File: config.mk
export PLATFORM = sky130hd
export DESIGN_NAME = text_to_integer_parser_top_flat
export DESIGN_NICKNAME = d
export VERILOG_FILES = /design/src/rtl/ttip_pkg.sv /design/src/rtl/ttip_in_if.sv /design/src/rtl/ttip_out_if.sv /design/src/rtl/ttip_apb_regs.sv /design/src/rtl/ttip_scan.sv /design/src/rtl/ttip_out_reg.sv /design/src/rtl/text_to_integer_parser_top.sv /design/src/flat_wrapper.sv
export SDC_FILE = /design/constraint.sdc
export NUM_CORES = 2
export LEC_CHECK = 0
export BUFFER_PORTS_ARGS = -buffer_cell sky130_fd_sc_hd__buf_4
export CORE_ASPECT_RATIO = 1.5
export CORE_UTILIZATION = 40
export CTS_CLUSTER_SIZE = 25
export DETAILED_ROUTE_END_ITERATION = 8
export SYNTH_ARGS = -nofsm -noshare
export SYNTH_HDL_FRONTEND = slang
export SYNTH_SLANG_ARGS = --single-unit
File: constraint.sdc
create_clock -name clk -period 19.1 [get_ports clk]
set_input_delay 2.865 -clock clk [delete_from_list [all_inputs] [get_ports clk]]
set_output_delay 2.865 -clock clk [all_outputs]
set_load 0.05 [all_outputs]
File: src/rtl/ttip_pkg.sv
package ttip_pkg;

	localparam int VALUE_BITS_DEF = 64;
	localparam int CFG_ADDR_W     = 3;
	localparam int CFG_DATA_W     = 32;
	localparam int BASE_W         = 5;
	localparam int DIGIT_W        = 6;

	localparam logic [7:0] CH_MINUS   = 8'h2D;
	localparam logic [7:0] CH_PLUS    = 8'h2B;
	localparam logic [7:0] CH_ZERO    = 8'h30;
	localparam logic [7:0] CH_X_LOWER = 8'h78;
	localparam logic [7:0] CH_X_UPPER = 8'h58;
	localparam logic [7:0] CH_H_LOWER = 8'h68;

	localparam logic [BASE_W-1:0] BASE_MIN = 5'd2;
	localparam logic [BASE_W-1:0] BASE_OCT = 5'd8;
	localparam logic [BASE_W-1:0] BASE_DEC = 5'd10;
	localparam logic [BASE_W-1:0] BASE_HEX = 5'd16;

	typedef enum logic [2:0] {
		PH_START,
		PH_FIRST,
		PH_ZERO,
		PH_DEC,
		PH_OCT,
		PH_HEX
	} phase_t;

	typedef enum logic [1:0] {
		ST_OK,
		ST_BAD_DIGIT,
		ST_SIGN_REJ,
		ST_BAD_BASE
	} status_t;

	typedef enum logic {
		REG_BASE_SELECT,
		REG_UNSIGNED_ONLY
	} reg_idx_t;

	typedef struct packed {
		logic [BASE_W-1:0] base_select;
		logic              unsigned_only;
	} cfg_t;

	typedef struct packed {
		logic    negative;
		status_t status;
	} res_flags_t;

	// 0..35 for 0-9, A-Z, a-z; 36 for anything else
	function automatic logic [DIGIT_W-1:0] digit_value(input logic [7:0] c);
		logic [DIGIT_W-1:0] d;
		if (c >= 8'h30 && c <= 8'h39) begin
			d = DIGIT_W'(c - 8'h30);
		end else if (c >= 8'h41 && c <= 8'h5A) begin
			d = DIGIT_W'(c - 8'h41 + 8'd10);
		end else if (c >= 8'h61 && c <= 8'h7A) begin
			d = DIGIT_W'(c - 8'h61 + 8'd10);
		end else begin
			d = 6'd36;
		end
		return d;
	endfunction

endpackage

File: src/rtl/ttip_in_if.sv
interface ttip_in_if;
	logic       valid;
	logic       ready;
	logic [7:0] char_code;
	logic       last_char;

	modport source (output valid, output char_code, output last_char, input ready);
	modport sink (input valid, input char_code, input last_char, output ready);
endinterface

File: src/rtl/ttip_out_if.sv
interface ttip_out_if #(
	parameter int VALUE_BITS = ttip_pkg::VALUE_BITS_DEF
);
	logic                    valid;
	logic                    ready;
	logic [VALUE_BITS-1:0]   magnitude;
	logic                    negative;
	ttip_pkg::status_t       status;

	modport source (output valid, output magnitude, output negative, output status, input ready);
	modport sink (input valid, input magnitude, input negative, input status, output ready);
endinterface

File: src/rtl/ttip_apb_regs.sv
module ttip_apb_regs (
	input  logic                              clk,
	input  logic                              arst_n,
	input  logic                              psel,
	input  logic                              penable,
	input  logic                              pwrite,
	input  logic [ttip_pkg::CFG_ADDR_W-1:0]   paddr,
	input  logic [ttip_pkg::CFG_DATA_W-1:0]   pwdata,
	output logic [ttip_pkg::CFG_DATA_W-1:0]   prdata,
	output logic                              pready,
	output ttip_pkg::cfg_t                    cfg
);

	ttip_pkg::cfg_t     cfg_q;
	ttip_pkg::reg_idx_t reg_idx;
	logic               wr_en;

	assign pready  = 1'b1;
	assign reg_idx = ttip_pkg::reg_idx_t'(paddr[2]);
	assign wr_en   = psel && penable && pwrite;
	assign cfg     = cfg_q;

	always_ff @(posedge clk or negedge arst_n) begin
		if (!arst_n) begin
			cfg_q <= '0;
		end else if (wr_en) begin
			unique case (reg_idx)
				ttip_pkg::REG_BASE_SELECT: begin
					cfg_q.base_select <= pwdata[ttip_pkg::BASE_W-1:0];
				end
				ttip_pkg::REG_UNSIGNED_ONLY: begin
					cfg_q.unsigned_only <= pwdata[0];
				end
			endcase
		end
	end

	always_comb begin
		prdata = '0;
		unique case (reg_idx)
			ttip_pkg::REG_BASE_SELECT: begin
				prdata[ttip_pkg::BASE_W-1:0] = cfg_q.base_select;
			end
			ttip_pkg::REG_UNSIGNED_ONLY: begin
				prdata[0] = cfg_q.unsigned_only;
			end
		endcase
	end

endmodule

File: src/rtl/ttip_scan.sv
module ttip_scan #(
	parameter int VALUE_BITS = ttip_pkg::VALUE_BITS_DEF
) (
	input  logic                     clk,
	input  logic                     arst_n,
	input  ttip_pkg::cfg_t           cfg,
	ttip_in_if.sink                  chars,
	input  logic                     res_stall,
	output logic                     res_load,
	output logic [VALUE_BITS-1:0]    res_mag,
	output ttip_pkg::res_flags_t     res_flags
);

	logic                    vld_s1;
	logic [7:0]              char_s1;
	logic                    last_s1;
	logic                    adv;

	ttip_pkg::phase_t        phase_q, phase_d;
	logic                    sign_q, sign_d;
	logic [VALUE_BITS-1:0]   main_q, main_d;
	logic                    merr_q, merr_d;
	logic [VALUE_BITS-1:0]   suf_q, suf_d;
	logic                    serr_q, serr_d;

	logic                        consumed;
	logic                        to_hex;
	logic                        forced_ok;
	logic [ttip_pkg::BASE_W-1:0] mb, sb;
	logic [ttip_pkg::DIGIT_W-1:0] dig;
	logic                        m_ok, s_ok;
	logic [VALUE_BITS-1:0]       m_next, s_next;
	logic                        use_suf;
	logic [VALUE_BITS-1:0]       mag;
	logic                        err;
	ttip_pkg::status_t           status;

	// input stage; a last char waits here while the result slot is full
	assign adv         = vld_s1 && !(last_s1 && res_stall);
	assign chars.ready = !vld_s1 || adv;

	always_ff @(posedge clk or negedge arst_n) begin
		if (!arst_n) begin
			vld_s1 <= 1'b0;
		end else if (chars.ready) begin
			vld_s1 <= chars.valid;
		end
	end

	always_ff @(posedge clk) begin
		if (chars.valid && chars.ready) begin
			char_s1 <= chars.char_code;
			last_s1 <= chars.last_char;
		end
	end

	// prefix grammar
	always_comb begin
		phase_d  = phase_q;
		sign_d   = sign_q;
		consumed = 1'b0;
		to_hex   = 1'b0;
		unique case (phase_q)
			ttip_pkg::PH_START: begin
				if (char_s1 == ttip_pkg::CH_MINUS || char_s1 == ttip_pkg::CH_PLUS) begin
					phase_d  = ttip_pkg::PH_FIRST;
					sign_d   = (char_s1 == ttip_pkg::CH_MINUS);
					consumed = 1'b1;
				end else begin
					phase_d = (char_s1 == ttip_pkg::CH_ZERO) ? ttip_pkg::PH_ZERO
						: ttip_pkg::PH_DEC;
				end
			end
			ttip_pkg::PH_FIRST: begin
				phase_d = (char_s1 == ttip_pkg::CH_ZERO) ? ttip_pkg::PH_ZERO
					: ttip_pkg::PH_DEC;
			end
			ttip_pkg::PH_ZERO: begin
				if ((char_s1 == ttip_pkg::CH_X_LOWER || char_s1 == ttip_pkg::CH_X_UPPER)
						&& !last_s1) begin
					phase_d  = ttip_pkg::PH_HEX;
					consumed = 1'b1;
					to_hex   = 1'b1;
				end else begin
					phase_d = ttip_pkg::PH_OCT;
				end
			end
			ttip_pkg::PH_DEC, ttip_pkg::PH_OCT, ttip_pkg::PH_HEX: begin
				phase_d = phase_q;
			end
			default: begin
				phase_d = ttip_pkg::PH_DEC;
			end
		endcase
	end

	// digit bases
	assign forced_ok = (cfg.base_select >= ttip_pkg::BASE_MIN)
		&& (cfg.base_select <= ttip_pkg::BASE_HEX);

	always_comb begin
		if (forced_ok) begin
			mb = cfg.base_select;
			sb = cfg.base_select;
		end else if (cfg.base_select != '0) begin
			mb = ttip_pkg::BASE_HEX;
			sb = ttip_pkg::BASE_HEX;
		end else begin
			sb = ttip_pkg::BASE_HEX;
			priority if (phase_d == ttip_pkg::PH_HEX) begin
				mb = ttip_pkg::BASE_HEX;
			end else if (phase_d == ttip_pkg::PH_ZERO || phase_d == ttip_pkg::PH_OCT) begin
				mb = ttip_pkg::BASE_OCT;
			end else begin
				mb = ttip_pkg::BASE_DEC;
			end
		end
	end

	assign dig    = ttip_pkg::digit_value(char_s1);
	assign m_ok   = dig < {1'b0, mb};
	assign s_ok   = dig < {1'b0, sb};
	assign m_next = main_q * VALUE_BITS'(mb) + VALUE_BITS'(dig);
	assign s_next = suf_q * VALUE_BITS'(sb) + VALUE_BITS'(dig);

	always_comb begin
		if (to_hex) begin
			main_d = '0;
			merr_d = 1'b0;
		end else if (consumed) begin
			main_d = main_q;
			merr_d = merr_q;
		end else begin
			main_d = m_ok ? m_next : main_q;
			merr_d = merr_q || !m_ok;
		end
		if (consumed) begin
			suf_d  = suf_q;
			serr_d = serr_q;
		end else begin
			suf_d  = s_ok ? s_next : suf_q;
			serr_d = serr_q || !s_ok;
		end
	end

	// result at the last char; a trailing 'h' falls back to the suffix run (hex, or the forced base)
	assign use_suf = !consumed && (char_s1 == ttip_pkg::CH_H_LOWER)
		&& (phase_d != ttip_pkg::PH_HEX);
	assign mag     = use_suf ? suf_q : main_d;
	assign err     = use_suf ? serr_q : merr_d;

	always_comb begin
		priority if (cfg.unsigned_only && sign_d) begin
			status = ttip_pkg::ST_SIGN_REJ;
		end else if (cfg.base_select != '0 && !forced_ok) begin
			status = ttip_pkg::ST_BAD_BASE;
		end else if (err) begin
			status = ttip_pkg::ST_BAD_DIGIT;
		end else begin
			status = ttip_pkg::ST_OK;
		end
	end

	assign res_load           = adv && last_s1;
	assign res_mag            = (status == ttip_pkg::ST_OK) ? mag : '0;
	assign res_flags.negative = (status == ttip_pkg::ST_OK) && sign_d;
	assign res_flags.status   = status;

	always_ff @(posedge clk or negedge arst_n) begin
		if (!arst_n) begin
			phase_q <= ttip_pkg::PH_START;
			sign_q  <= 1'b0;
			main_q  <= '0;
			merr_q  <= 1'b0;
			suf_q   <= '0;
			serr_q  <= 1'b0;
		end else if (adv) begin
			if (last_s1) begin
				phase_q <= ttip_pkg::PH_START;
				sign_q  <= 1'b0;
				main_q  <= '0;
				merr_q  <= 1'b0;
				suf_q   <= '0;
				serr_q  <= 1'b0;
			end else begin
				phase_q <= phase_d;
				sign_q  <= sign_d;
				main_q  <= main_d;
				merr_q  <= merr_d;
				suf_q   <= suf_d;
				serr_q  <= serr_d;
			end
		end
	end

`ifndef SYNTH
	a_clear_after_last: assert property (@(posedge clk) disable iff (!arst_n)
		res_load |=> (phase_q == ttip_pkg::PH_START) && !sign_q && !merr_q && !serr_q)
		else $error("number state not cleared after last char");

	a_failed_is_zero: assert property (@(posedge clk) disable iff (!arst_n)
		res_load && (res_flags.status != ttip_pkg::ST_OK)
		|-> (res_mag == '0) && !res_flags.negative)
		else $error("failed result carries a value");

	a_sign_from_start: assert property (@(posedge clk) disable iff (!arst_n)
		$rose(sign_q) |-> ($past(phase_q) == ttip_pkg::PH_START))
		else $error("sign taken outside the first char");

	a_stall_holds: assert property (@(posedge clk) disable iff (!arst_n)
		vld_s1 && last_s1 && res_stall |=> vld_s1 && last_s1 && $stable(char_s1))
		else $error("last char lost while result slot full");
`endif

endmodule

File: src/rtl/ttip_out_reg.sv
module ttip_out_reg #(
	parameter int VALUE_BITS = ttip_pkg::VALUE_BITS_DEF
) (
	input  logic                     clk,
	input  logic                     arst_n,
	input  logic                     res_load,
	input  logic [VALUE_BITS-1:0]    res_mag,
	input  ttip_pkg::res_flags_t     res_flags,
	output logic                     res_stall,
	ttip_out_if.source               result
);

	logic                    valid_q;
	logic [VALUE_BITS-1:0]   mag_q;
	ttip_pkg::res_flags_t    flags_q;

	assign res_stall        = valid_q && !result.ready;
	assign result.valid     = valid_q;
	assign result.magnitude = mag_q;
	assign result.negative  = flags_q.negative;
	assign result.status    = flags_q.status;

	always_ff @(posedge clk or negedge arst_n) begin
		if (!arst_n) begin
			valid_q <= 1'b0;
		end else if (res_load) begin
			valid_q <= 1'b1;
		end else if (result.ready) begin
			valid_q <= 1'b0;
		end
	end

	always_ff @(posedge clk) begin
		if (res_load) begin
			mag_q   <= res_mag;
			flags_q <= res_flags;
		end
	end

endmodule

File: src/rtl/text_to_integer_parser_top.sv
// Streaming text-to-integer parser. One character beat per clock is taken on chars, but a
// last_char beat is held while the previous result is untaken; it yields one result beat
// (magnitude, negative, status) via the input stage and a registered output, and the next
// number's characters up to its last keep flowing in while that result waits. The rate is
// set by the per-character accumulate (value times base plus digit) being combinational.
// Base detection, sign and the trailing 'h' suffix are resolved on the fly with a parallel
// hex (or forced-base) accumulator. base_select (offset 0) and unsigned_only (offset 4) are
// written over APB only while the parser is idle: a rule for the user, not enforced here.
module text_to_integer_parser_top #(
	parameter int VALUE_BITS = ttip_pkg::VALUE_BITS_DEF
) (
	input  logic                              clk,
	input  logic                              arst_n,
	input  logic                              psel,
	input  logic                              penable,
	input  logic                              pwrite,
	input  logic [ttip_pkg::CFG_ADDR_W-1:0]   paddr,
	input  logic [ttip_pkg::CFG_DATA_W-1:0]   pwdata,
	output logic [ttip_pkg::CFG_DATA_W-1:0]   prdata,
	output logic                              pready,
	ttip_in_if.sink                           chars,
	ttip_out_if.source                        result
);

	ttip_pkg::cfg_t          cfg;
	logic                    res_load;
	logic                    res_stall;
	logic [VALUE_BITS-1:0]   res_mag;
	ttip_pkg::res_flags_t    res_flags;

	ttip_apb_regs u_regs (
		.clk     (clk),
		.arst_n  (arst_n),
		.psel    (psel),
		.penable (penable),
		.pwrite  (pwrite),
		.paddr   (paddr),
		.pwdata  (pwdata),
		.prdata  (prdata),
		.pready  (pready),
		.cfg     (cfg)
	);

	ttip_scan #(
		.VALUE_BITS (VALUE_BITS)
	) u_scan (
		.clk       (clk),
		.arst_n    (arst_n),
		.cfg       (cfg),
		.chars     (chars),
		.res_stall (res_stall),
		.res_load  (res_load),
		.res_mag   (res_mag),
		.res_flags (res_flags)
	);

	ttip_out_reg #(
		.VALUE_BITS (VALUE_BITS)
	) u_out (
		.clk       (clk),
		.arst_n    (arst_n),
		.res_load  (res_load),
		.res_mag   (res_mag),
		.res_flags (res_flags),
		.res_stall (res_stall),
		.result    (result)
	);

endmodule

File: src/flat_wrapper.sv
// flat-port wrapper written by rule: the top's interface ports become plain ports
module text_to_integer_parser_top_flat 
#(
	parameter int VALUE_BITS = ttip_pkg::VALUE_BITS_DEF
)
  (clk, arst_n, psel, penable, pwrite, paddr, pwdata, prdata, pready, chars_valid, chars_char_code, chars_last_char, chars_ready, result_valid, result_magnitude, result_negative, result_status, result_ready);
  ttip_in_if chars_i ();
  ttip_out_if #(.VALUE_BITS(VALUE_BITS)) result_i ();
  input  logic clk;
  input  logic arst_n;
  input  logic psel;
  input  logic penable;
  input  logic pwrite;
  input  logic [ttip_pkg::CFG_ADDR_W-1:0] paddr;
  input  logic [ttip_pkg::CFG_DATA_W-1:0] pwdata;
  output logic [ttip_pkg::CFG_DATA_W-1:0] prdata;
  output logic pready;
  input wire logic [$bits(chars_i.valid)-1:0] chars_valid;
  input wire logic [$bits(chars_i.char_code)-1:0] chars_char_code;
  input wire logic [$bits(chars_i.last_char)-1:0] chars_last_char;
  output wire logic [$bits(chars_i.ready)-1:0] chars_ready;
  output wire logic [$bits(result_i.valid)-1:0] result_valid;
  output wire logic [$bits(result_i.magnitude)-1:0] result_magnitude;
  output wire logic [$bits(result_i.negative)-1:0] result_negative;
  output wire logic [$bits(result_i.status)-1:0] result_status;
  input wire logic [$bits(result_i.ready)-1:0] result_ready;
  assign chars_i.valid = chars_valid;
  assign chars_i.char_code = chars_char_code;
  assign chars_i.last_char = chars_last_char;
  assign chars_ready = chars_i.ready;
  assign result_valid = result_i.valid;
  assign result_magnitude = result_i.magnitude;
  assign result_negative = result_i.negative;
  assign result_status = result_i.status;
  assign result_i.ready = result_ready;
  text_to_integer_parser_top #(.VALUE_BITS(VALUE_BITS)) u_core (.clk(clk), .arst_n(arst_n), .psel(psel), .penable(penable), .pwrite(pwrite), .paddr(paddr), .pwdata(pwdata), .prdata(prdata), .pready(pready), .chars(chars_i), .result(result_i));
endmodule
==> impl_metrics.env <==
export IMPL_cp_end_kind="flop"
export IMPL_ys_warnings_count=0
export IMPL_wl_per_cell_microns=19.9
export IMPL_rows=126
export IMPL_grt_start_max_net_pins=126
export IMPL_cap_violations=0
export IMPL_setup_tns_ns=0
export IMPL_syn_to_final_growth_pct=8.12
export IMPL_syn_instance_count=3716
export IMPL_hp_class="flop to flop"
export IMPL_grt_overflow_total=0
export IMPL_clkSlewWorstSetupHoldPaths_ns=0.07
export IMPL_num_vias=26213
export IMPL_io_buffers=95
export IMPL_async_flop_share=0.651
export IMPL_io_pins=153
export IMPL_die_y_microns=348
export IMPL_insertion_delay_ns=0.61
export IMPL_powerDensity_mw_per_mm2=43.3
export IMPL_drive_gt1_frac=0.0671
export IMPL_antenna_found_initial=0
export IMPL_initial_core_util=0.405
export IMPL_relSlewSlack=0.202
export IMPL_final_cell_mix="inv_1 (558), nand2_1 (439), and2_1 (369), fa_1 (368), ha_1 (263)"
export IMPL_clk_path_buf_depth=3
export IMPL_worst_path_max_fanout=38
export IMPL_finalSetupViolCount=0
export IMPL_critPathKind="flop to flop"
export IMPL_post_cts_buffers=0
export IMPL_ys_ff_latch=218
export IMPL_place_hpwl_microns=70400
export IMPL_netlist_area_sq_mm=0.0320
export IMPL_drc=0
export IMPL_finalInstanceArea_sq_mm=0.0346
export IMPL_fmax_mhz=112
export IMPL_synth_edf_count=76
export IMPL_worstPathArrival_ns=9.22
export IMPL_cts_tree="built"
export IMPL_core_area_sq_mm=0.0790
export IMPL_cp_start_kind="flop"
export IMPL_gp_congestion=0.912
export IMPL_cts_root_buffer="clkbuf_16"
export IMPL_leakage_uw=0.0163
export IMPL_vias_per_cell=5.52
export IMPL_grt_pass1_wl_microns=152000
export IMPL_stdcell_count=4751
export IMPL_period_minus_slack_ns=8.91
export IMPL_yosysSeqAreaShare=0.182
export IMPL_dieArea_sq_mm=0.0811
export IMPL_die_w_microns=233
export IMPL_irDropWorstVdd_mv=0.0675
export IMPL_grt_pass1_vias=27515
export IMPL_nets=4386
export IMPL_cts_htree_levels=1
export IMPL_track_usage=0.240
export IMPL_fillCellCount=7783
export IMPL_dr_pass1_iters=6
export IMPL_ctsResizeCount=0
export IMPL_clock_sinks=218
export IMPL_hold_viol=0
export IMPL_routed_wl_microns=94600
export IMPL_status="finished, final reports clean"
export IMPL_final_common_cell="inv_1"
export IMPL_numPlacedInstances=4697
export IMPL_tightest_slew_ns=1.20
export IMPL_drv_slew=0
export IMPL_syn_avg_cell_area_sq_um=8.61
export IMPL_fin_util=0.438
export IMPL_p_total_uw=1500
export IMPL_yosys_most_used_dff="dfrtp_1"
export IMPL_post_dp_cell_area_sq_mm=0.0336
export IMPL_drt_initial_drc_count=1677
export IMPL_post_route_period_util=0.466
export IMPL_finClkSkew_ns=0.0166
export IMPL_yosysUniqueCellTypes=88
export IMPL_cts_hold_buf=0
export IMPL_rsz0062_at_grt="false"
export IMPL_final_antenna_net_count=0
export IMPL_crit_required_ns=19.41
export IMPL_diodes=0
export IMPL_cts_buffers=29
[cell type report]
type                    count  area, sq um  area share
repair buffers            125          955      0.0276
flip-flops and latches    218         5840       0.169
clock inverters            24          285     0.00825
clock buffers              30          739      0.0214
multi-input cells        2772        23400       0.676
well taps                1024         1280      0.0371
inverters                 558         2090      0.0606
[final timing paths]
| kind | from | endpoint | slack, ns | cells after the start |
|---|---|---|---|---|
| max | u_core.u_scan.char_s1[0] | u_core.u_out.result.magnitude[54] | 10.19 | 22 |
| min | u_core.u_scan.main_q[42] | u_core.u_scan.main_q[42] | 0.50 | 2 |
| max reg2reg | u_core.u_scan.char_s1[0] | u_core.u_out.result.magnitude[54] | 10.19 | 22 |
| min reg2reg | u_core.u_scan.main_q[42] | u_core.u_scan.main_q[42] | 0.50 | 2 |
| max in group asynchronous | arst_n | u_core.u_scan.main_q[50] | 15.70 | 2 |
| min in group asynchronous | arst_n | u_core.u_scan.suf_q[12] | 2.14 | 1 |
[layer usage]
metal  vias up  part of all wire  GRT usage
met2       678              0.51      0.433
met4         0             0.044      0.104
met1     13157              0.40      0.287
met5         -                 0          0
li1      12199                 -          -
met3       179             0.043     0.0236
[metrics by stage]
step | hold WS, ns | setup WS (ns)
finish | 0.496 | 10.19
global route | 0.540 | 9.79
CTS | 0.493 | 10.29
detailed placement | 0.479 | 10.33
global placement | 0.468 | 10.36
floorplan | 0.450 | 12.28
[logic make-up after synthesis]
logic type      count (synthesis)  synth area share
simple gates                 1224             0.197
buf+inv                       752            0.0931
compound gates                750             0.153
fa+ha+maj                     631             0.333
flops                         218             0.182
xor+xnor                       96            0.0263
mux                            43            0.0144
other cells                     2          0.000235
[critical path, stage by stage (launching register included)]
cell and delay (ns):
edfxtp_1 0.54, inv_1 0.19, ha_1 0.23, nand3b_4 0.11
or4b_2 0.92, a31oi_4 0.74, buf_4 0.56, and2_1 0.22
fa_1 0.43, fa_1 0.50, inv_1 0.05, fa_1 0.47
inv_1 0.04, ha_1 0.43, nand2_1 0.07, o21ai_0 0.39
a21oi_1 0.15, o211ai_1 0.32, o21ai_1 0.34, a2111oi_1 1.00
o21ai_0 0.31, a32oi_1 0.45, a211oi_1 0.13
[state kept, by name (all words and copies together), names as in the netlist, 2 cells and up]
name,count
u_core.u_out.result.magnitude,64
u_core.u_scan.main_q,64
u_core.u_scan.suf_q,64
u_core.u_scan.char_s1,8
u_core.u_regs.cfg,6
u_core.u_scan.phase_q,3
u_core.u_out.result.status,2
[cell usage after synthesis (9+ instances only)]
master / number / area (sq um)
o21a_1: 22 / 165
or3_1: 27 / 169
mux2i_1: 20 / 200
nor3_1: 32 / 160
nand2b_1: 18 / 113
and3_1: 25 / 156
o211ai_1: 18 / 135
o21ai_0: 194 / 971
a21o_1: 63 / 473
inv_1: 558 / 2090
clkbuf_1: 133 / 499
xor2_1: 42 / 368
buf_1: 11 / 41.3
and2_1: 369 / 2310
nand4_1: 25 / 156
nor2b_1: 73 / 457
nand3_1: 54 / 270
dfrtp_1: 142 / 3550
a32o_1: 34 / 340
fa_1: 368 / 7370
edfxtp_1: 76 / 2280
o31ai_1: 16 / 120
xnor2_1: 54 / 473
o22ai_1: 9 / 56.3
mux2_2: 23 / 259
a221oi_1: 9 / 78.8
ha_1: 263 / 3290
buf_4: 30 / 225
buf_2: 17 / 85.1
a22o_1: 20 / 175
a31oi_1: 30 / 188
o21bai_1: 28 / 210
nor4_1: 10 / 62.6
a21oi_1: 187 / 936
nand2_1: 440 / 1650
a211oi_1: 25 / 188
nor2_1: 108 / 405
[power by group]
part | leakage, uW | switching (uW) | internal, uW | total [uW]
combinational | 0.0131 | 289 | 81.3 | 370
clock | 0.000482 | 255 | 352 | 607
sequential | 0.00269 | 20.5 | 500 | 521
Power figures use the tool's default switching activity.
